===== src/design/avcd_pkg.sv =====
package avcd_pkg;

	// Default width of the running chunk counter.
	localparam int FRAME_COUNT_WIDTH_DEF = 24;

	// Field widths fixed by the word format.
	localparam int BYTE_W       = 8;
	localparam int KIND_W       = 3;
	localparam int FRAME_NUM_W  = 24;
	localparam int CFG_INDEX_W  = 2;
	localparam int CFG_DATA_W   = 24;
	localparam int BLOCK_W      = 16;
	localparam int PAD_W        = 3;

	// Configuration register indexes.
	typedef enum logic [CFG_INDEX_W-1:0] {
		REG_AUDIO_KIND    = 2'd0,
		REG_CHANNEL_COUNT = 2'd1,
		REG_FRAME_LIMIT   = 2'd2,
		REG_START_ALIGN   = 2'd3
	} reg_index_t;

	// Audio codec codes held in the audio kind register.
	localparam logic [2:0] AK_NONE         = 3'd0;
	localparam logic [2:0] AK_FAST_MONO    = 3'd1;
	localparam logic [2:0] AK_FAST_STEREO  = 3'd2;
	localparam logic [2:0] AK_PCM          = 3'd3;
	localparam logic [2:0] AK_ADPCM        = 3'd4;
	localparam logic [2:0] AK_ADPCM_STEREO = 3'd5;
	localparam logic [2:0] AK_VORBIS       = 3'd6;

	// Codec block size per channel.
	localparam logic [7:0] FAST_BLOCK  = 8'd40;
	localparam logic [7:0] PCM_BLOCK   = 8'd2;
	localparam logic [7:0] ADPCM_BLOCK = 8'd132;

	// Result codes.
	typedef enum logic [KIND_W-1:0] {
		KIND_VIDEO       = 3'd0,
		KIND_AUDIO       = 3'd1,
		KIND_EMPTY_VIDEO = 3'd2,
		KIND_END         = 3'd3,
		KIND_SIZE_ERROR  = 3'd4
	} result_kind_t;

	// Deframer phases.
	typedef enum logic [2:0] {
		PH_HEADER = 3'd0,
		PH_VIDEO  = 3'd1,
		PH_AUDIO  = 3'd2,
		PH_EXT    = 3'd3,
		PH_PAD    = 3'd4,
		PH_DONE   = 3'd5
	} phase_t;

	// Configuration as seen by the deframer core.
	typedef struct packed {
		logic [2:0]  audio_kind;
		logic [7:0]  channel_count;
		logic [23:0] frame_limit;
		logic        align_load;
		logic [1:0]  start_alignment;
	} cfg_t;

	// One result word.
	typedef struct packed {
		logic                   valid;
		result_kind_t           kind;
		logic [BYTE_W-1:0]      payload;
		logic                   last;
		logic [FRAME_NUM_W-1:0] frame;
	} result_t;

	// Codec block size in bytes; zero means the audio packet is never extended.
	function automatic logic [BLOCK_W-1:0] block_size(input logic [2:0] kind,
			input logic [7:0] chans);
		logic [BLOCK_W-1:0] size;
		unique case (kind)
			AK_FAST_MONO, AK_FAST_STEREO: size = BLOCK_W'(chans) * BLOCK_W'(FAST_BLOCK);
			AK_PCM:                       size = BLOCK_W'(chans) * BLOCK_W'(PCM_BLOCK);
			AK_ADPCM, AK_ADPCM_STEREO:    size = BLOCK_W'(chans) * BLOCK_W'(ADPCM_BLOCK);
			default:                      size = '0;
		endcase
		return size;
	endfunction

endpackage


===== src/design/avcd_chunk_fsm.sv =====
module avcd_chunk_fsm #(
	parameter int FRAME_COUNT_WIDTH = avcd_pkg::FRAME_COUNT_WIDTH_DEF
) (
	input  logic                          clk,
	input  logic                          arst_n,
	input  avcd_pkg::cfg_t                cfg,
	input  logic                          step,
	input  logic [avcd_pkg::BYTE_W-1:0]   in_byte,
	output avcd_pkg::result_t             res
);
	import avcd_pkg::*;

	phase_t                       phase_q, phase_d;
	logic [2:0]                   hdr_q, hdr_d;
	logic [31:0]                  chunk_q, chunk_d;
	logic [31:0]                  video_q, video_d;
	logic [31:0]                  audio_q, audio_d;
	logic [31:0]                  bytes_left_q, bytes_left_d;
	logic [BLOCK_W-1:0]           block_q, block_d;
	logic [BLOCK_W-1:0]           blkpos_q, blkpos_d;
	logic [PAD_W-1:0]             pad_q, pad_d;
	logic [PAD_W-1:0]             pad_to_audio_q, pad_to_audio_d;
	logic [PAD_W-1:0]             pad_left_q, pad_left_d;
	logic [1:0]                   pos_q;
	logic [FRAME_COUNT_WIDTH-1:0] frame_q, frame_d;

	logic [31:0]        frame_ext;
	logic               limit_hit;
	logic [31:0]        video_full;
	logic               size_err;
	logic [31:0]        audio_full;
	logic [1:0]         end_mod;
	logic [PAD_W-1:0]   pad_calc;
	logic [BLOCK_W:0]   blkpos_inc;
	logic [BLOCK_W-1:0] blkpos_next;
	logic [BLOCK_W-1:0] need;
	logic [PAD_W-1:0]   ext_calc;

	// Chunk limit check, made at the first header byte of a chunk.
	assign frame_ext = 32'(frame_q);
	assign limit_hit = (cfg.frame_limit != '0) && (frame_ext >= 32'(cfg.frame_limit));

	// Header decode on the eighth byte: sizes, audio length and alignment pad.
	assign video_full = {in_byte, video_q[31:8]};
	assign size_err   = {1'b0, chunk_q} < ({1'b0, video_full} + 33'd8);
	assign audio_full = chunk_q - video_full - 32'd8;
	assign end_mod    = pos_q + 2'd1 + chunk_q[1:0];
	assign pad_calc   = 3'd4 - {1'b0, end_mod};

	// Running audio position within the codec block, and the extension
	// needed to finish the block once the last audio byte is seen.
	assign blkpos_inc  = {1'b0, blkpos_q} + 17'd1;
	assign blkpos_next = (blkpos_inc == {1'b0, block_q}) ? '0 : blkpos_inc[BLOCK_W-1:0];
	assign need        = block_q - blkpos_next;
	always_comb begin
		if (block_q == '0 || blkpos_next == '0) begin
			ext_calc = '0;
		end else if (need <= BLOCK_W'(pad_q)) begin
			ext_calc = need[PAD_W-1:0];
		end else begin
			ext_calc = pad_q;
		end
	end

	// Next state for one word.
	always_comb begin
		phase_d        = phase_q;
		hdr_d          = hdr_q;
		chunk_d        = chunk_q;
		video_d        = video_q;
		audio_d        = audio_q;
		bytes_left_d   = bytes_left_q;
		block_d        = block_q;
		blkpos_d       = blkpos_q;
		pad_d          = pad_q;
		pad_to_audio_d = pad_to_audio_q;
		pad_left_d     = pad_left_q;
		frame_d        = frame_q;
		unique case (phase_q)
			PH_HEADER: begin
				if (hdr_q == 3'd0 && limit_hit) begin
					phase_d = PH_DONE;
				end else begin
					hdr_d = hdr_q + 3'd1;
					if (hdr_q < 3'd4) begin
						chunk_d = {in_byte, chunk_q[31:8]};
					end else begin
						video_d = video_full;
					end
					if (hdr_q == 3'd7) begin
						if (size_err) begin
							phase_d = PH_DONE;
						end else begin
							pad_d    = pad_calc;
							block_d  = block_size(cfg.audio_kind, cfg.channel_count);
							blkpos_d = '0;
							audio_d  = audio_full;
							if (video_full != '0) begin
								phase_d      = PH_VIDEO;
								bytes_left_d = video_full;
							end else if (audio_full != '0) begin
								phase_d      = PH_AUDIO;
								bytes_left_d = audio_full;
							end else begin
								phase_d    = PH_PAD;
								pad_left_d = pad_calc;
							end
						end
					end
				end
			end
			PH_VIDEO: begin
				bytes_left_d = bytes_left_q - 32'd1;
				if (bytes_left_q == 32'd1) begin
					if (audio_q != '0) begin
						phase_d      = PH_AUDIO;
						bytes_left_d = audio_q;
					end else begin
						phase_d    = PH_PAD;
						pad_left_d = pad_q;
					end
				end
			end
			PH_AUDIO: begin
				blkpos_d     = blkpos_next;
				bytes_left_d = bytes_left_q - 32'd1;
				if (bytes_left_q == 32'd1) begin
					if (ext_calc == '0) begin
						phase_d    = PH_PAD;
						pad_left_d = pad_q;
					end else begin
						phase_d        = PH_EXT;
						pad_to_audio_d = ext_calc;
						pad_left_d     = pad_q - ext_calc;
					end
				end
			end
			PH_EXT: begin
				pad_to_audio_d = pad_to_audio_q - 3'd1;
				if (pad_to_audio_q == 3'd1) begin
					if (pad_left_q == '0) begin
						phase_d = PH_HEADER;
						frame_d = frame_q + 1'b1;
					end else begin
						phase_d = PH_PAD;
					end
				end
			end
			PH_PAD: begin
				pad_left_d = pad_left_q - 3'd1;
				if (pad_left_q == 3'd1) begin
					phase_d = PH_HEADER;
					frame_d = frame_q + 1'b1;
				end
			end
			PH_DONE: begin
				phase_d = PH_DONE;
			end
			default: begin
				phase_d = PH_DONE;
			end
		endcase
	end

	// Result word for the current input byte.
	always_comb begin
		res.valid   = 1'b0;
		res.kind    = KIND_VIDEO;
		res.payload = '0;
		res.last    = 1'b0;
		res.frame   = frame_ext[FRAME_NUM_W-1:0];
		unique case (phase_q)
			PH_HEADER: begin
				if (hdr_q == 3'd0 && limit_hit) begin
					res.valid = 1'b1;
					res.kind  = KIND_END;
				end else if (hdr_q == 3'd7) begin
					if (size_err) begin
						res.valid = 1'b1;
						res.kind  = KIND_SIZE_ERROR;
					end else if (video_full == '0) begin
						res.valid = 1'b1;
						res.kind  = KIND_EMPTY_VIDEO;
					end
				end
			end
			PH_VIDEO: begin
				res.valid   = 1'b1;
				res.kind    = KIND_VIDEO;
				res.payload = in_byte;
				res.last    = (bytes_left_q == 32'd1);
			end
			PH_AUDIO: begin
				res.valid   = 1'b1;
				res.kind    = KIND_AUDIO;
				res.payload = in_byte;
				res.last    = (bytes_left_q == 32'd1) && (ext_calc == '0);
			end
			PH_EXT: begin
				res.valid   = 1'b1;
				res.kind    = KIND_AUDIO;
				res.payload = in_byte;
				res.last    = (pad_to_audio_q == 3'd1);
			end
			default: begin
				res.valid = 1'b0;
			end
		endcase
	end

	// Control state.
	always_ff @(posedge clk or negedge arst_n) begin
		if (!arst_n) begin
			phase_q        <= PH_HEADER;
			hdr_q          <= '0;
			bytes_left_q   <= '0;
			blkpos_q       <= '0;
			pad_q          <= '0;
			pad_to_audio_q <= '0;
			pad_left_q     <= '0;
			frame_q        <= '0;
		end else if (step) begin
			phase_q        <= phase_d;
			hdr_q          <= hdr_d;
			bytes_left_q   <= bytes_left_d;
			blkpos_q       <= blkpos_d;
			pad_q          <= pad_d;
			pad_to_audio_q <= pad_to_audio_d;
			pad_left_q     <= pad_left_d;
			frame_q        <= frame_d;
		end
	end

	// Stream position modulo four; a write of the alignment register reloads it.
	always_ff @(posedge clk or negedge arst_n) begin
		if (!arst_n) begin
			pos_q <= '0;
		end else if (cfg.align_load) begin
			pos_q <= cfg.start_alignment;
		end else if (step) begin
			pos_q <= pos_q + 2'd1;
		end
	end

	// Header fields and per-chunk sizes.
	always_ff @(posedge clk) begin
		if (step) begin
			chunk_q <= chunk_d;
			video_q <= video_d;
			audio_q <= audio_d;
			block_q <= block_d;
		end
	end

	a_done_sticky: assert property (@(posedge clk) disable iff (!arst_n)
		phase_q == PH_DONE |=> phase_q == PH_DONE)
		else $error("deframer left the done phase");

	a_pad_nonzero: assert property (@(posedge clk) disable iff (!arst_n)
		phase_q == PH_PAD |-> pad_left_q != '0 && pad_left_q <= 3'd4)
		else $error("pad phase with no pad bytes left");

	a_ext_nonzero: assert property (@(posedge clk) disable iff (!arst_n)
		phase_q == PH_EXT |-> pad_to_audio_q != '0
			&& ({1'b0, pad_to_audio_q} + {1'b0, pad_left_q}) <= 4'(pad_q))
		else $error("audio extension beyond the pad");

	a_bytes_nonzero: assert property (@(posedge clk) disable iff (!arst_n)
		(phase_q == PH_VIDEO || phase_q == PH_AUDIO) |-> bytes_left_q != '0)
		else $error("packet phase with no bytes left");

	a_frame_advance: assert property (@(posedge clk) disable iff (!arst_n)
		step && phase_q == PH_HEADER |=> frame_q == $past(frame_q))
		else $error("chunk counter moved during a header");

endmodule


===== src/design/av_chunk_byte_deframer.sv =====
// Chunk deframer: takes the container's chunk area one byte per word and routes out
// the video bytes of each chunk, then its audio bytes, extended into the alignment pad
// as far as needed to complete a codec block; a header gives a word only for an empty
// video packet, a size error or the chunk limit, and unused pad bytes give none. It
// accepts one byte in every clock cycle while the output is not stalled; each byte
// goes through the input register, the phase logic and the output register. The audio
// block remainder is kept by a running counter, so no divider is involved. After a
// size error or once the chunk limit is reached the block drops every byte until reset.
// Configuration is to be written only while no byte is in flight; the block does not enforce it.
module av_chunk_byte_deframer #(
	parameter int FRAME_COUNT_WIDTH = avcd_pkg::FRAME_COUNT_WIDTH_DEF
) (
	input  logic                               clk,
	input  logic                               arst_n,
	// Configuration write port.
	input  logic                               cfg_wr_en,
	input  logic [avcd_pkg::CFG_INDEX_W-1:0]   cfg_index,
	input  logic [avcd_pkg::CFG_DATA_W-1:0]    cfg_data,
	// Input byte channel.
	input  logic                               in_valid,
	output logic                               in_stall,
	input  logic [avcd_pkg::BYTE_W-1:0]        data_byte,
	// Result channel.
	output logic                               out_valid,
	input  logic                               out_stall,
	output logic [avcd_pkg::KIND_W-1:0]        result_kind,
	output logic [avcd_pkg::BYTE_W-1:0]        payload_byte,
	output logic                               packet_last,
	output logic [avcd_pkg::FRAME_NUM_W-1:0]   frame_number
);
	import avcd_pkg::*;

	logic [2:0]                 audio_kind_q;
	logic [7:0]                 channel_count_q;
	logic [23:0]                frame_limit_q;
	logic                       align_load;
	cfg_t                       cfg;
	logic                       in_valid_s1;
	logic [BYTE_W-1:0]          in_byte_s1;
	logic                       out_valid_s2;
	result_kind_t               kind_s2;
	logic [BYTE_W-1:0]          payload_s2;
	logic                       last_s2;
	logic [FRAME_NUM_W-1:0]     frame_s2;
	logic                       out_ready;
	logic                       step;
	result_t                    res;

	// Configuration registers.
	assign align_load = cfg_wr_en && (reg_index_t'(cfg_index) == REG_START_ALIGN);

	always_ff @(posedge clk or negedge arst_n) begin
		if (!arst_n) begin
			audio_kind_q      <= AK_NONE;
			channel_count_q   <= 8'd2;
			frame_limit_q     <= '0;
		end else if (cfg_wr_en) begin
			unique case (reg_index_t'(cfg_index))
				REG_AUDIO_KIND:    audio_kind_q      <= cfg_data[2:0];
				REG_CHANNEL_COUNT: channel_count_q   <= cfg_data[7:0];
				REG_FRAME_LIMIT:   frame_limit_q     <= cfg_data[23:0];
				// The alignment value loads the stream position counter directly.
				REG_START_ALIGN:   ;
			endcase
		end
	end

	always_comb begin
		cfg.audio_kind      = audio_kind_q;
		cfg.channel_count   = channel_count_q;
		cfg.frame_limit     = frame_limit_q;
		cfg.align_load      = align_load;
		cfg.start_alignment = cfg_data[1:0];
	end

	// Flow control: the input stage moves on whenever the output register can take a word.
	assign out_ready = !out_valid_s2 || !out_stall;
	assign step      = in_valid_s1 && out_ready;
	assign in_stall  = in_valid_s1 && !out_ready;

	// Input register.
	always_ff @(posedge clk or negedge arst_n) begin
		if (!arst_n) begin
			in_valid_s1 <= 1'b0;
		end else if (in_valid && !in_stall) begin
			in_valid_s1 <= 1'b1;
		end else if (step) begin
			in_valid_s1 <= 1'b0;
		end
	end

	always_ff @(posedge clk) begin
		if (in_valid && !in_stall) begin
			in_byte_s1 <= data_byte;
		end
	end

	avcd_chunk_fsm #(
		.FRAME_COUNT_WIDTH(FRAME_COUNT_WIDTH)
	) u_fsm (
		.clk     (clk),
		.arst_n  (arst_n),
		.cfg     (cfg),
		.step    (step),
		.in_byte (in_byte_s1),
		.res     (res)
	);

	// Output register.
	always_ff @(posedge clk or negedge arst_n) begin
		if (!arst_n) begin
			out_valid_s2 <= 1'b0;
		end else if (out_ready) begin
			out_valid_s2 <= step && res.valid;
		end
	end

	always_ff @(posedge clk) begin
		if (step && res.valid && out_ready) begin
			kind_s2    <= res.kind;
			payload_s2 <= res.payload;
			last_s2    <= res.last;
			frame_s2   <= res.frame;
		end
	end

	assign out_valid    = out_valid_s2;
	assign result_kind  = kind_s2;
	assign payload_byte = payload_s2;
	assign packet_last  = last_s2;
	assign frame_number = frame_s2;

endmodule


===== config.mk =====
export PLATFORM = sky130hd
export DESIGN_NAME = av_chunk_byte_deframer
export DESIGN_NICKNAME = d
export VERILOG_FILES = /design/src/design/avcd_pkg.sv /design/src/design/avcd_chunk_fsm.sv /design/src/design/av_chunk_byte_deframer.sv
export SDC_FILE = /design/constraint.sdc
export NUM_CORES = 1
export LEC_CHECK = 0
export ABC_CLOCK_PERIOD_IN_PS = 9900
export BUFFER_PORTS_ARGS = -buffer_cell sky130_fd_sc_hd__buf_4
export CAP_MARGIN = 15
export CORE_ASPECT_RATIO = 1.4
export CORE_MARGIN = 2
export CORE_UTILIZATION = 40
export CTS_CLUSTER_SIZE = 10
export DETAILED_ROUTE_END_ITERATION = 12
export HOLD_SLACK_MARGIN = 0.15
export PLACE_DENSITY = 0.53
export REMOVE_ABC_BUFFERS = 1
export SYNTH_ARGS = -nofsm -noshare
export SYNTH_HDL_FRONTEND = slang
export SYNTH_SLANG_ARGS = --single-unit

===== constraint.sdc =====
create_clock -name clk -period 9.9 [get_ports clk]
set_input_delay 0.495 -clock clk [delete_from_list [all_inputs] [get_ports clk]]
set_output_delay 0.495 -clock clk [all_outputs]
set_load 0.05 [all_outputs]

# Word level (Yosys, flattened, before mapping)
# Cells that the tools add are included.
dict set report totals {
  reg_bits 282
  inputBits 39
  output_inout_bits 38
  elab_cells 185
}
dict set report classes {
  add_sub_neg 14
  multipliers 2
  order_cmp 4
  eq_ne 31
  muxes 57
  bitwise_logic 3
  reduce_logical 51
}
# cell n
set op_table {}
lappend op_table {{$mux 32} 7}
lappend op_table {{$pmux 32 s3} 1}
lappend op_table {{$reduce_bool 32->1} 3}
lappend op_table {{$mux 3} 25}
lappend op_table {{$mux 24} 3}
lappend op_table {{$mux 16} 4}
lappend op_table {{$pmux 16 s3} 1}
lappend op_table {{$pmux 24 s2} 1}
lappend op_table {{$add 32x4->33 const B} 1}
lappend op_table {{$lt 32x33->1} 1}
lappend op_table {{$eq 32x1->1 const B} 1}
lappend op_table {{$logic_not 16->1} 2}
lappend op_table {{$logic_not 32->1} 1}
lappend op_table {{$pmux 16 s2} 1}
lappend op_table {{$sub 32x1->32 const B} 1}
lappend op_table {{$sub 32x32->32} 1}
lappend op_table {{$sub 32x4->32 const B} 1}
lappend op_table {{$pmux 9 s3} 1}
lappend op_table {{$add 24x1->24 const B} 1}
lappend op_table {{$ge 24x24->1} 1}
lappend op_table {{$reduce_bool 24->1} 1}
lappend op_table {{$add 16x1->17 const B} 1}
lappend op_table {{$eq 17x16->1} 1}
lappend op_table {{$le 16x3->1} 1}
lappend op_table {{42 further kinds} 100}

# Longest topological paths before layout
# Gate-level depths: netlist of the first run.
dict set report logic_depth {
  ltp_word 11
  mapped_depth 32
  depth_no_buf 28
}

# Hierarchy
# From an unflattened synthesis of the first run, not the netlist that was laid out.
dict set report hier_totals {
  hier_cells 2030
  hier_area_um2 19334.8
}
# mod n_inst cells_each area_per_inst_um2
set by_module_without_submodules {}
lappend by_module_without_submodules {avcd_chunk_fsm 1 1899 16500.8}
lappend by_module_without_submodules {av_chunk_byte_deframer 1 131 2834.0}

# Worst setup path after synthesis of the first run
# Ideal clock, no wire load.
dict set report synth_timing {
  path_type {reg-to-reg}
  startpoint {register u_fsm.blkpos_q[1]}
  endpoint {register u_fsm.pad_left_q[2]}
  setup_time_ns 0.104
  arrival_time_ns 7.319
  required_time_ns 9.796
  setup_slack_ns 2.477
  stages_incl_launch_ff 31
  path_buffers 4
  synth_period_minus_slack_ns 7.423
  cell_sequence {dfrtp_1 ha_1 clkbuf_1 nand3_1 or4_1 clkbuf_1 xor2_1 o221ai_1 or4_1 or2_2 clkbuf_1 clkbuf_1 nand2_1 fa_1 ha_1 nor2b_1 o21ai_0 a32oi_1 nor3_1 nand3_1 nor4_1 or4bb_1 nor2_1 mux2_2 nor2_1 ha_1 inv_1 fa_1 a2111oi_0 o31ai_1 a221oi_1}
}
dict set report synth_between {
  elab_chain_cells 11
  word_cells_on_any_way 14
}
# element line
set synth_lines {}
lappend synth_lines {{start, declared} avcd_chunk_fsm.sv:20} ;# logic [BLOCK_W-1:0] blkpos_q, blkpos_d;
lappend synth_lines {{start signal, assigned} avcd_chunk_fsm.sv:226} ;# blkpos_q <= blkpos_d;
lappend synth_lines {{$add 16x1->17 (*)} avcd_chunk_fsm.sv:52} ;# assign blkpos_inc = {1'b0, blkpos_q} + 17'd1;
lappend synth_lines {{$eq 17x16->1} avcd_chunk_fsm.sv:53} ;# assign blkpos_next = (blkpos_inc == {1'b0, block_q}) ? '0 : blkpos_inc[BLOCK_W-1:0];
lappend synth_lines {{$mux 16 (*)} avcd_chunk_fsm.sv:53}
lappend synth_lines {{$sub 16x16->16} avcd_chunk_fsm.sv:54} ;# assign need = block_q - blkpos_next;
lappend synth_lines {{$le 16x3->1} avcd_chunk_fsm.sv:58} ;# end else if (need <= BLOCK_W'(pad_q)) begin
lappend synth_lines {{$mux 3} avcd_chunk_fsm.sv:58}
lappend synth_lines {{$mux 3 (*)} avcd_chunk_fsm.sv:56} ;# if (block_q == '0 || blkpos_next == '0) begin
lappend synth_lines {{$sub 3x3->3 / $logic_not 3->1 (equally long branches)} {avcd_chunk_fsm.sv:134, avcd_chunk_fsm.sv:128}}
lappend synth_lines {{$mux 3 (*)} avcd_chunk_fsm.sv:128} ;# if (ext_calc == '0) begin
lappend synth_lines {{$mux 3 (*)} avcd_chunk_fsm.sv:127} ;# if (bytes_left_q == 32'd1) begin
lappend synth_lines {{$pmux 3 s4 (*)} avcd_chunk_fsm.sv:79} ;# unique case (phase_q)
lappend synth_lines {{end signal, assigned} avcd_chunk_fsm.sv:229} ;# pad_left_q <= pad_left_d;
lappend synth_lines {{end, declared} avcd_chunk_fsm.sv:23} ;# logic [PAD_W-1:0] pad_left_q, pad_left_d;
# Mark *: on every way between the ends. The rest lies on a longest branch, timed or not. The select of a mux whose other input is x is not followed.
# A chain may end at the register's enable or synchronous reset.

# Worst setup path after layout of the first run
dict set report layout_timing {
  startpoint {register u_fsm.blkpos_q[0]}
  endpoint {register u_fsm.pad_left_q[2]}
}
# The elaborated chain is that of the path after synthesis.

==> flow_summary.json, run 1 <==
{
  "synth_cell_types": 91,
  "die_area_sq_um": 49500,
  "final_cell_mix": "inv_1 (169), ha_1 (168), o21ai_0 (147), edfxtp_1 (147), nand2_1 (137)",
  "worstMarginPinSlew_ns": 1.07,
  "cts_tree": "yes",
  "core_area_sq_um": 47000,
  "postSynth.asyncResetShare_pct": 46.2,
  "wl_per_cell_microns": 20.4,
  "yosys.area.top_type": "edfxtp_1",
  "clk_path_buf_depth": 3,
  "ctsResizeCount": 0,
  "via_per_inst": 5.69,
  "cts_made_buffers": 34,
  "fillCellCount": 4594,
  "cp_common_cell": "ha_1",
  "rsz0062_at_grt": "false",
  "period_needed_ns": 8.43,
  "postCtsSetupBuffers": 0,
  "first_iter_violations": 939,
  "grt_pass1_wl_mm": 86.9,
  "ir_worst_vdd_uv": 127,
  "cts_hold_buf": 10,
  "synth_fa_ha_area_share_pct": 11.7,
  "fin_cells": 2717,
  "wirelength_mm": 55.3,
  "fin_tns_setup_ns": 0,
  "cp_data_required_time_ns": 10.33,
  "chipHeight_microns": 262,
  "grt_util_all_layers_pct": 22.1,
  "synthMuxAreaShare_pct": 3.55,
  "synth_compound_area_share_pct": 17.5,
  "clk_latency_ns": 0.54,
  "layout-drive-gt1-share_pct": 10.5,
  "via_count": 15467,
  "diodes": 0,
  "gp_congestion": 0.906,
  "synth.avg_cell_area_sq_um": 9.51,
  "max-cap-violations": 0,
  "max-slew-margin-rel_pct": 28.4,
  "synthXorXnorAreaFrac_pct": 5.97,
  "critPathLaunchType": "register",
  "synth-edff-count": 147,
  "clock_sinks": 273,
  "synthDominantCellAreaShare_pct": 23.1,
  "ys_warn_count": 0,
  "path_max_fanout": 20,
  "layout.cells.most_common": "inv_1",
  "initial_core_util_pct": 40.5,
  "synthTopCellsByArea": "edfxtp_1 (23%), dfrtp_1 (16%), ha_1 (11%), o21ai_0 (3.9%), inv_1 (3.3%)",
  "syn_to_final_growth_pct": 12.3,
  "syn-cell-area_sq_um": 19100,
  "synth_seq_cells": 273,
  "r2r-start": "u_fsm.blkpos_q[0]",
  "grt_max_degree": 76,
  "ctsRootBufferMaster": "clkbuf_16",
  "ys.flop_type": "edfxtp_1",
  "crit_start": "u_fsm.blkpos_q[0]",
  "maxSlewViolCount": 0,
  "synth_top_family_by_area": "compound AO/OA/AOI/OAI gates",
  "dp.cells": 2645,
  "gr-total-overflow": 0,
  "arrival_ns": 8.86,
  "min_path_type": "in2reg",
  "setup_viol": 0,
  "port_buffers": 76,
  "path_clk_slew_ns": 0.06,
  "cp_slowest_stage_delay_ns": 0.65,
  "leakagePower_nw": 8.81,
  "final_hold_viol_count": 0,
  "ant_nets": 0,
  "dpl.hpwl_mm": 41.8,
  "critPathKind": "reg2reg",
  "grt_pass1_vias": 15524,
  "rows": 94,
  "clock_skew_ns": 0.0180,
  "p_per_area_nw_per_um2": 231,
  "drt_pass1_iterations": 5,
  "synth-simple-area-share_pct": 16.6,
  "cts_max_level": 2,
  "crit_slowest_cell": "nor4_1",
  "critPathCaptureType": "register",
  "crit_buf_inv": 2,
  "final_nets": 2280,
  "fmax_mhz": 119,
  "drc_errors": 0,
  "chipWidth_microns": 189,
  "crit_family": "simple AND/OR/NAND/NOR gates",
  "min_from": "cfg_data[14]",
  "yosysSeqAreaShare_pct": 39.7,
  "synthCells": 2005,
  "status": "finished clean",
  "ioPinCount": 77,
  "fin_crit_sh_pct": 85.1,
  "antenna_found_initial": 0
}
==> Yosys cell counts (39+ instances only) <==
| master | n |
|---|---|
| inv_1 | 169 |
| mux2_2 | 50 |
| a21oi_1 | 110 |
| nand3_1 | 52 |
| nor2_1 | 132 |
| dfrtp_1 | 125 |
| nor3_1 | 45 |
| edfxtp_1 | 147 |
| nand2_1 | 137 |
| clkbuf_1 | 61 |
| xnor2_1 | 70 |
| xor2_1 | 47 |
| nor4_1 | 45 |
| nand4_1 | 39 |
| ha_1 | 168 |
| o21ai_0 | 147 |
| a21o_1 | 42 |
==> final timing paths <==
kind	endpoint	slack, ns	cells past startpoint
max	u_fsm.pad_left_q[2]	1.47	27
min	frame_limit_q[14]	0.19	2
max reg2reg	u_fsm.pad_left_q[2]	1.47	27
min reg2reg	u_fsm.bytes_left_q[4]	0.49	2
max in group asynchronous	u_fsm.frame_q[9]	7.98	3
min in group asynchronous	u_fsm.blkpos_q[13]	0.47	2
==> flip-flops by register name, indices dropped and copies added (netlist names), 8 cells and up <==
signal / flops
u_fsm.bytes_left_q: 32
u_fsm.chunk_q: 32
frame_limit_q: 24
u_fsm.frame_q: 24
u_fsm.video_q: 24
u_fsm.blkpos_q: 16
payload_byte: 8
frame_number: 24
channel_count_q: 8
in_byte_s1: 8
u_fsm.audio_q: 32
u_fsm.block_q: 15
==> worst reg2reg max path, cell delays in order (launching register included) <==
cell and delay, ns:
dfrtp_1 0.64, ha_1 0.42, nand3_1 0.37, nor4_1 0.65, xnor2_1 0.25, xnor2_1 0.17, or4_1 0.55, or2_2 0.49
nand2b_1 0.14, ha_1 0.29, xnor2_1 0.38, inv_1 0.14, ha_1 0.32, o21ai_0 0.09, a32oi_1 0.08, nor3_1 0.18
nand3_1 0.12, nor4_1 0.25, or4bb_1 0.58, nor2_1 0.37, mux2_2 0.40, nor2_1 0.10, ha_1 0.15, inv_1 0.05
fa_1 0.41, a2111oi_0 0.37, o31ai_1 0.13, a221oi_1 0.24
==> routing by layer <==
layer / share of wire (%) / up-vias / global-route usage, %
li1: - / 7536 / -
met1: 41 / 7486 / 25.9
met2: 53 / 340 / 40.8
met3: 3.2 / 105 / 2.43
met4: 3.4 / 0 / 8.59
met5: 0 / - / 0
==> through the flow <==
| step | total power, mW | utilization (%) | hold slack [ns] | instance area (sq um) | setup slack [ns] |
|---|---|---|---|---|---|
| finish | 4.95 | 45.5 | 0.193 | 21400 | 1.47 |
| global route | 5.28 | 45.5 | 0.187 | 21400 | 0.844 |
| CTS | 4.99 | 45.5 | 0.172 | 21400 | 1.49 |
| detailed placement | 3.77 | 43.1 | 0.481 | 20300 | 1.56 |
| global placement | 3.75 | 43.1 | 0.477 | 20300 | 1.72 |
| floorplan | 3.09 | - | 0.199 | 18800 | 2.67 |
==> area by class of cell <==
class,count,area [sq um],area share (%)
Multi-Input combinational cell,1485,10600,49.4
Sequential cell,273,7570,35.4
Clock buffer,59,1010,4.70
Timing Repair Buffer,102,795,3.71
Tap cell,624,781,3.65
Inverter,171,642,3.00
Clock inverter,3,37.5,0.175
==> cell families (layout without fill, tap and decap cells) <==
| family | Yosys count | count (layout) |
|---|---|---|
| AO/OA/AOI/OAI | 511 | 511 |
| XOR/XNOR | 122 | 122 |
| adder cells (fa/ha/maj) | 174 | 174 |
| buffers and inverters | 247 | 335 |
| flip-flops | 273 | 273 |
| multiplexers | 61 | 61 |
| AND/OR/NAND/NOR | 617 | 617 |
==> report_power, final <==
part | switching (mW) | internal [mW] | leakage (nW)
sequential | 0.242 | 1.47 | 2.93
clock | 0.499 | 0.694 | 0.502
combinational | 1.31 | 0.739 | 5.38
No activity file was read; power rests on OpenSTA's default activity.
==> run 2, diff against run 1 <==
--- a/config.mk
+++ b/config.mk
@@ -8,14 +8,17 @@
 export ABC_CLOCK_PERIOD_IN_PS = 9900
 export BUFFER_PORTS_ARGS = -buffer_cell sky130_fd_sc_hd__buf_4
 export CAP_MARGIN = 15
+export CELL_PAD_IN_SITES_DETAIL_PLACEMENT = 0
+export CELL_PAD_IN_SITES_GLOBAL_PLACEMENT = 1
 export CORE_ASPECT_RATIO = 1.4
 export CORE_MARGIN = 2
 export CORE_UTILIZATION = 40
 export CTS_CLUSTER_SIZE = 10
 export DETAILED_ROUTE_END_ITERATION = 12
 export HOLD_SLACK_MARGIN = 0.15
-export PLACE_DENSITY = 0.53
+export PLACE_DENSITY = 0.65
 export REMOVE_ABC_BUFFERS = 1
+export SKIP_LAST_GASP = 1
 export SYNTH_ARGS = -nofsm -noshare
 export SYNTH_HDL_FRONTEND = slang
 export SYNTH_SLANG_ARGS = --single-unit
==> flow_summary.json, run 2 (synthesized netlist as in run 1, its figures left out) <==
{
  "r2r_cells": 27,
  "critPathKind": "reg2reg",
  "fin_cells": 2716,
  "gp_congestion": 0.894,
  "dpl.hpwl_mm": 43.3,
  "intPower_mw": 2.88,
  "antenna_found_initial": 0,
  "min_from": "cfg_data[14]",
  "seqPwrFrac_pct": 34.8,
  "wl_per_cell_microns": 20.9,
  "layout-drive-gt1-share_pct": 10.3,
  "regArea_sq_um": 7570,
  "diodes": 0,
  "ant_nets": 0,
  "clock_skew_ns": 0.0154,
  "grt_util_all_layers_pct": 22.9,
  "fin_ws_ns": 1.19,
  "grt_pass1_vias": 15690,
  "switchingPower_mw": 2.06,
  "p_per_area_nw_per_um2": 231,
  "hold_depth": 2,
  "ir_worst_vdd_uv": 130,
  "clk_path_buf_depth": 3,
  "final_nets": 2281,
  "die_area_sq_um": 49500,
  "via_per_inst": 5.76,
  "chipHeight_microns": 262,
  "min_path_type": "in2reg",
  "worstMarginPinSlew_ns": 1.10,
  "r2r-start": "u_fsm.blkpos_q[0]",
  "path_max_fanout": 20,
  "setup_viol": 0,
  "cts_tree": "yes",
  "rsz0062_at_grt": "false",
  "fin_tns_setup_ns": 0,
  "via_count": 15648,
  "dp_slack_ns": 1.36,
  "critPathLaunchType": "register",
  "maxSlewViolCount": 0,
  "finalPower_mw": 4.94,
  "fillCellCount": 4601,
  "period_needed_ns": 8.71,
  "cp_data_required_time_ns": 10.32,
  "stdcell_area_sq_um": 21400,
  "first_iter_violations": 910,
  "max-slew-margin-rel_pct": 26.4,
  "core_area_sq_um": 47000,
  "layout.cells.most_common": "inv_1",
  "final_hold_viol_count": 0,
  "wirelength_mm": 56.9,
  "ioPinCount": 77,
  "dp.cells": 2644,
  "ctsRootBufferMaster": "clkbuf_16",
  "share_comb_of_total_power_pct": 41.6,
  "final_cell_mix": "inv_1 (169), ha_1 (168), o21ai_0 (147), edfxtp_1 (147), nand2_1 (137)",
  "cts_max_level": 2,
  "rows": 94,
  "gr-total-overflow": 0,
  "clk_latency_ns": 0.55,
  "clock_sinks": 273,
  "drc_errors": 0,
  "r2r_end": "u_fsm.pad_left_q[2]",
  "switching_share_pct": 41.6,
  "fin_crit_sh_pct": 88.0,
  "multi_input_area_sq_um": 10600,
  "port_buffers": 76,
  "drt_pass1_iterations": 5,
  "cts_made_buffers": 34,
  "path_clk_slew_ns": 0.06,
  "syn_to_final_growth_pct": 12.2,
  "place_area_sq_um": 20300,
  "largest_registers": "u_fsm.audio_q (32), u_fsm.bytes_left_q (32), u_fsm.chunk_q (32)",
  "chipWidth_microns": 189,
  "min_delay_worst_endpoint": "frame_limit_q[14]",
  "grt_max_degree": 76,
  "max-cap-violations": 0,
  "r2r_setup_slack_ns": 1.19,
  "leakagePower_nw": 8.81,
  "clock_power_share_pct": 23.6,
  "status": "finished clean",
  "fmax_mhz": 115,
  "ctsResizeCount": 0,
  "arrival_ns": 9.13,
  "initial_core_util_pct": 40.5,
  "grt_pass1_wl_mm": 89.4,
  "critPathCaptureType": "register"
}
==> run 2: cell type report <==
class                           instances  area share [%]
Clock buffer                           54            4.52
Clock inverter                          6           0.205
Inverter                              171            3.00
Multi-Input combinational cell       1485            49.4
Sequential cell                       273            35.4
Tap cell                              624            3.65
Timing Repair Buffer                  103            3.85
==> run 2: stage by stage <==
step                hold slack [ns]  util [%]
finish                        0.192      45.5
global route                  0.170      45.5
global placement              0.479      43.1
CTS                           0.160      45.4
detailed placement            0.480      43.1
floorplan                     0.199         -
==> run 2: critical path, stage by stage (launching register included) <==
cell       delay (ns)
dfrtp_1          0.64
ha_1             0.43
nand3_1          0.42
or4_1            0.66
xor2_1           0.29
o221ai_1         0.17
or4_1            0.58
or2_2            0.48
nand2b_1         0.15
ha_1             0.29
xnor2_1          0.38
inv_1            0.14
ha_1             0.31
o21ai_0          0.09
a32oi_1          0.09
nor3_1           0.18
nand3_1          0.12
nor4_1           0.25
or4bb_1          0.60
nor2_1           0.39
mux2_2           0.40
nor2_1           0.09
ha_1             0.15
inv_1            0.05
fa_1             0.41
a2111oi_0        0.37
o31ai_1          0.14
a221oi_1         0.31
==> run 2: power by group through the flow <==
stage / clock network [mW] / registers [mW] / logic, mW
6_report: 1.17 / 1.72 / 2.06
5_1_grt: 1.24 / 1.75 / 2.28
4_1_cts: 1.20 / 1.72 / 2.07
3_5_place_dp: 0 / 1.73 / 2.05
3_3_place_gp: 0 / 1.73 / 2.04
2_1_floorplan: 0 / 1.82 / 1.27
==> run 2: routing by layer <==
metal | GRT usage [%] | vias up | wire, microns
met5 | 0 | - | 0
li1 | - | 7530 | -
met1 | 26.6 | 7667 | 22900
met3 | 2.68 | 100 | 1800
met2 | 42.6 | 351 | 30200
met4 | 8.74 | 0 | 1970
==> run 2: worst max path at each step <==
stage                               end  cells after the start               from  slack [ns]
floorplan           u_fsm.pad_left_q[2]                     25  u_fsm.blkpos_q[0]        2.67
global placement    u_fsm.pad_left_q[2]                     28  u_fsm.blkpos_q[0]        1.62
detailed placement  u_fsm.pad_left_q[2]                     27  u_fsm.blkpos_q[0]        1.36
CTS                 u_fsm.pad_left_q[2]                     27  u_fsm.blkpos_q[0]        1.37
global route        u_fsm.pad_left_q[2]                     27  u_fsm.blkpos_q[0]        0.42
finish              u_fsm.pad_left_q[2]                     27  u_fsm.blkpos_q[0]        1.19
==> run 2: what timing repair did <==
action | in CTS | in global routing
hold buffers | 11 | 0
setup buffers | 0 | 0
endpoints found under the hold margin | 61 | 0
==> run 3, diff against run 2 <==
--- a/config.mk
+++ b/config.mk
@@ -16,7 +16,7 @@
 export CTS_CLUSTER_SIZE = 10
 export DETAILED_ROUTE_END_ITERATION = 12
 export HOLD_SLACK_MARGIN = 0.15
-export PLACE_DENSITY = 0.65
+export PLACE_DENSITY = 0.7
 export REMOVE_ABC_BUFFERS = 1
 export SKIP_LAST_GASP = 1
 export SYNTH_ARGS = -nofsm -noshare
==> flow_summary.json, run 3 (synthesized netlist as in run 1, its figures left out) <==
{
  "largest_registers": "u_fsm.audio_q (32), u_fsm.bytes_left_q (32), u_fsm.chunk_q (32)",
  "status": "finished clean",
  "gr-total-overflow": 0,
  "regArea_sq_um": 7570,
  "ant_nets": 0,
  "switchingPower_mw": 2.05,
  "stdcell_area_sq_um": 21500,
  "r2r-start": "u_fsm.blkpos_q[0]",
  "clk_latency_ns": 0.60,
  "multi_input_area_sq_um": 10600,
  "p_per_area_nw_per_um2": 227,
  "intPower_mw": 2.83,
  "ctsRootBufferMaster": "clkbuf_16",
  "dpl.hpwl_mm": 43.8,
  "grt_max_degree": 68,
  "max-slew-margin-rel_pct": 25.0,
  "drt_pass1_iterations": 5,
  "critPathCaptureType": "register",
  "die_area_sq_um": 49500,
  "first_iter_violations": 1133,
  "maxSlewViolCount": 0,
  "clock_power_share_pct": 22.3,
  "leakagePower_nw": 8.85,
  "arrival_ns": 8.92,
  "r2r_cells": 27,
  "min_path_type": "in2reg",
  "layout.cells.most_common": "inv_1",
  "min_delay_worst_endpoint": "u_fsm.pos_q[0]",
  "fmax_mhz": 119,
  "fin_hold_ws_ns": 0.179,
  "initial_core_util_pct": 40.5,
  "fillCellCount": 4578,
  "layout-drive-gt1-share_pct": 9.90,
  "postCtsSetupBuffers": 0,
  "period_needed_ns": 8.43,
  "hold_depth": 3,
  "ioPinCount": 77,
  "chipWidth_microns": 189,
  "grt_util_all_layers_pct": 23.0,
  "final_cell_mix": "inv_1 (169), ha_1 (168), o21ai_0 (147), edfxtp_1 (147), nand2_1 (137)",
  "ir_worst_vdd_uv": 148,
  "rows": 94,
  "syn_to_final_growth_pct": 12.9,
  "clock_skew_ns": 0.0183,
  "cts_max_level": 1,
  "core_area_sq_um": 47000,
  "gp_congestion": 0.924,
  "grt_pass1_wl_mm": 90.1,
  "max-cap-violations": 0,
  "switching_share_pct": 42.0,
  "critPathKind": "reg2reg",
  "clk_path_buf_depth": 3,
  "wirelength_mm": 57.5,
  "via_count": 15715,
  "path_max_fanout": 20,
  "chipHeight_microns": 262,
  "final_nets": 2300,
  "setup_viol": 0,
  "port_buffers": 76,
  "worstMarginPinSlew_ns": 1.12,
  "r2r_end": "u_fsm.pad_left_q[2]",
  "drc_errors": 0,
  "path_clk_slew_ns": 0.06,
  "antenna_found_initial": 0,
  "place_area_sq_um": 20200,
  "critPathLaunchType": "register",
  "cts_tree": "yes",
  "seqPwrFrac_pct": 35.2,
  "grt_pass1_vias": 15803,
  "clock_sinks": 273,
  "share_comb_of_total_power_pct": 42.6,
  "wl_per_cell_microns": 21.0,
  "rsz0062_at_grt": "false",
  "finalPower_mw": 4.88,
  "diodes": 0,
  "cp_data_required_time_ns": 10.39,
  "r2r_setup_slack_ns": 1.47,
  "min_from": "cfg_data[0]",
  "fin_tns_setup_ns": 0,
  "via_per_inst": 5.74,
  "cts_made_buffers": 31,
  "fin_crit_sh_pct": 85.2,
  "final_hold_viol_count": 0
}
-- run 3: repair_timing --
item                      4_1_cts  5_1_grt
hold endpoints to repair       98        0
hold buffers                   33        0
gates resized for setup         0        0
-- run 3: layout make-up --
type	instances	share of cell area, %
sequential	273	35.2
inverter	171	2.98
clock inverter	2	0.233
clock buffer	56	4.04
timing repair buffer	125	4.85
multi-input combinational	1485	49.1
tap	624	3.63
-- run 3: worst max-delay path by stage --
stage	end	slack, ns	from
after floorplan	u_fsm.pad_left_q[2]	2.67	u_fsm.blkpos_q[0]
after global placement	u_fsm.pad_left_q[2]	1.76	u_fsm.blkpos_q[0]
after detailed placement	u_fsm.pad_left_q[2]	1.57	u_fsm.blkpos_q[0]
after CTS	u_fsm.pad_left_q[2]	1.53	u_fsm.blkpos_q[0]
after global routing	u_fsm.pad_left_q[2]	0.74	u_fsm.blkpos_q[0]
final	u_fsm.pad_left_q[2]	1.47	u_fsm.blkpos_q[0]
-- run 3: power by group through the flow --
stage	sequential (mW)	combinational [mW]	clock (mW)
2_1_floorplan	1.82	1.27	0
3_3_place_gp	1.73	2.04	0
3_5_place_dp	1.74	2.06	0
4_1_cts	1.72	2.08	1.12
5_1_grt	1.75	2.30	1.16
6_report	1.72	2.08	1.09
-- run 3: per-stage QoR --
stage / utilization [%] / worst slack, ns / cells
CTS: 45.7 / 1.53 / 2735
global route: 45.8 / 0.740 / 2736
floorplan: - / 2.67 / 1929
global placement: 43.0 / 1.76 / 2644
detailed placement: 43.0 / 1.57 / 2644
finish: 45.8 / 1.47 / 2736
-- run 3: worst max-delay path, stage by stage, from the launching register on --
cell       delay [ns]
dfrtp_1          0.63
ha_1             0.41
nand3_1          0.36
nor4_1           0.71
xnor2_1          0.23
xnor2_1          0.17
or4_1            0.55
or2_2            0.49
nand2b_1         0.13
ha_1             0.28
xnor2_1          0.36
inv_1            0.14
ha_1             0.30
o21ai_0          0.08
a32oi_1          0.08
nor3_1           0.17
nand3_1          0.11
nor4_1           0.28
or4bb_1          0.59
nor2_1           0.39
mux2_2           0.40
nor2_1           0.09
ha_1             0.15
inv_1            0.05
fa_1             0.42
a2111oi_0        0.35
o31ai_1          0.14
a221oi_1         0.24
-- run 3: layer usage --
| layer | up-vias | routed length [microns] | global-route usage, % |
|---|---|---|---|
| met5 | - | 0 | 0 |
| met4 | 0 | 2650 | 9.95 |
| met3 | 120 | 1660 | 1.94 |
| met2 | 358 | 30400 | 43.0 |
| met1 | 7677 | 22800 | 26.6 |
| li1 | 7560 | - | - |
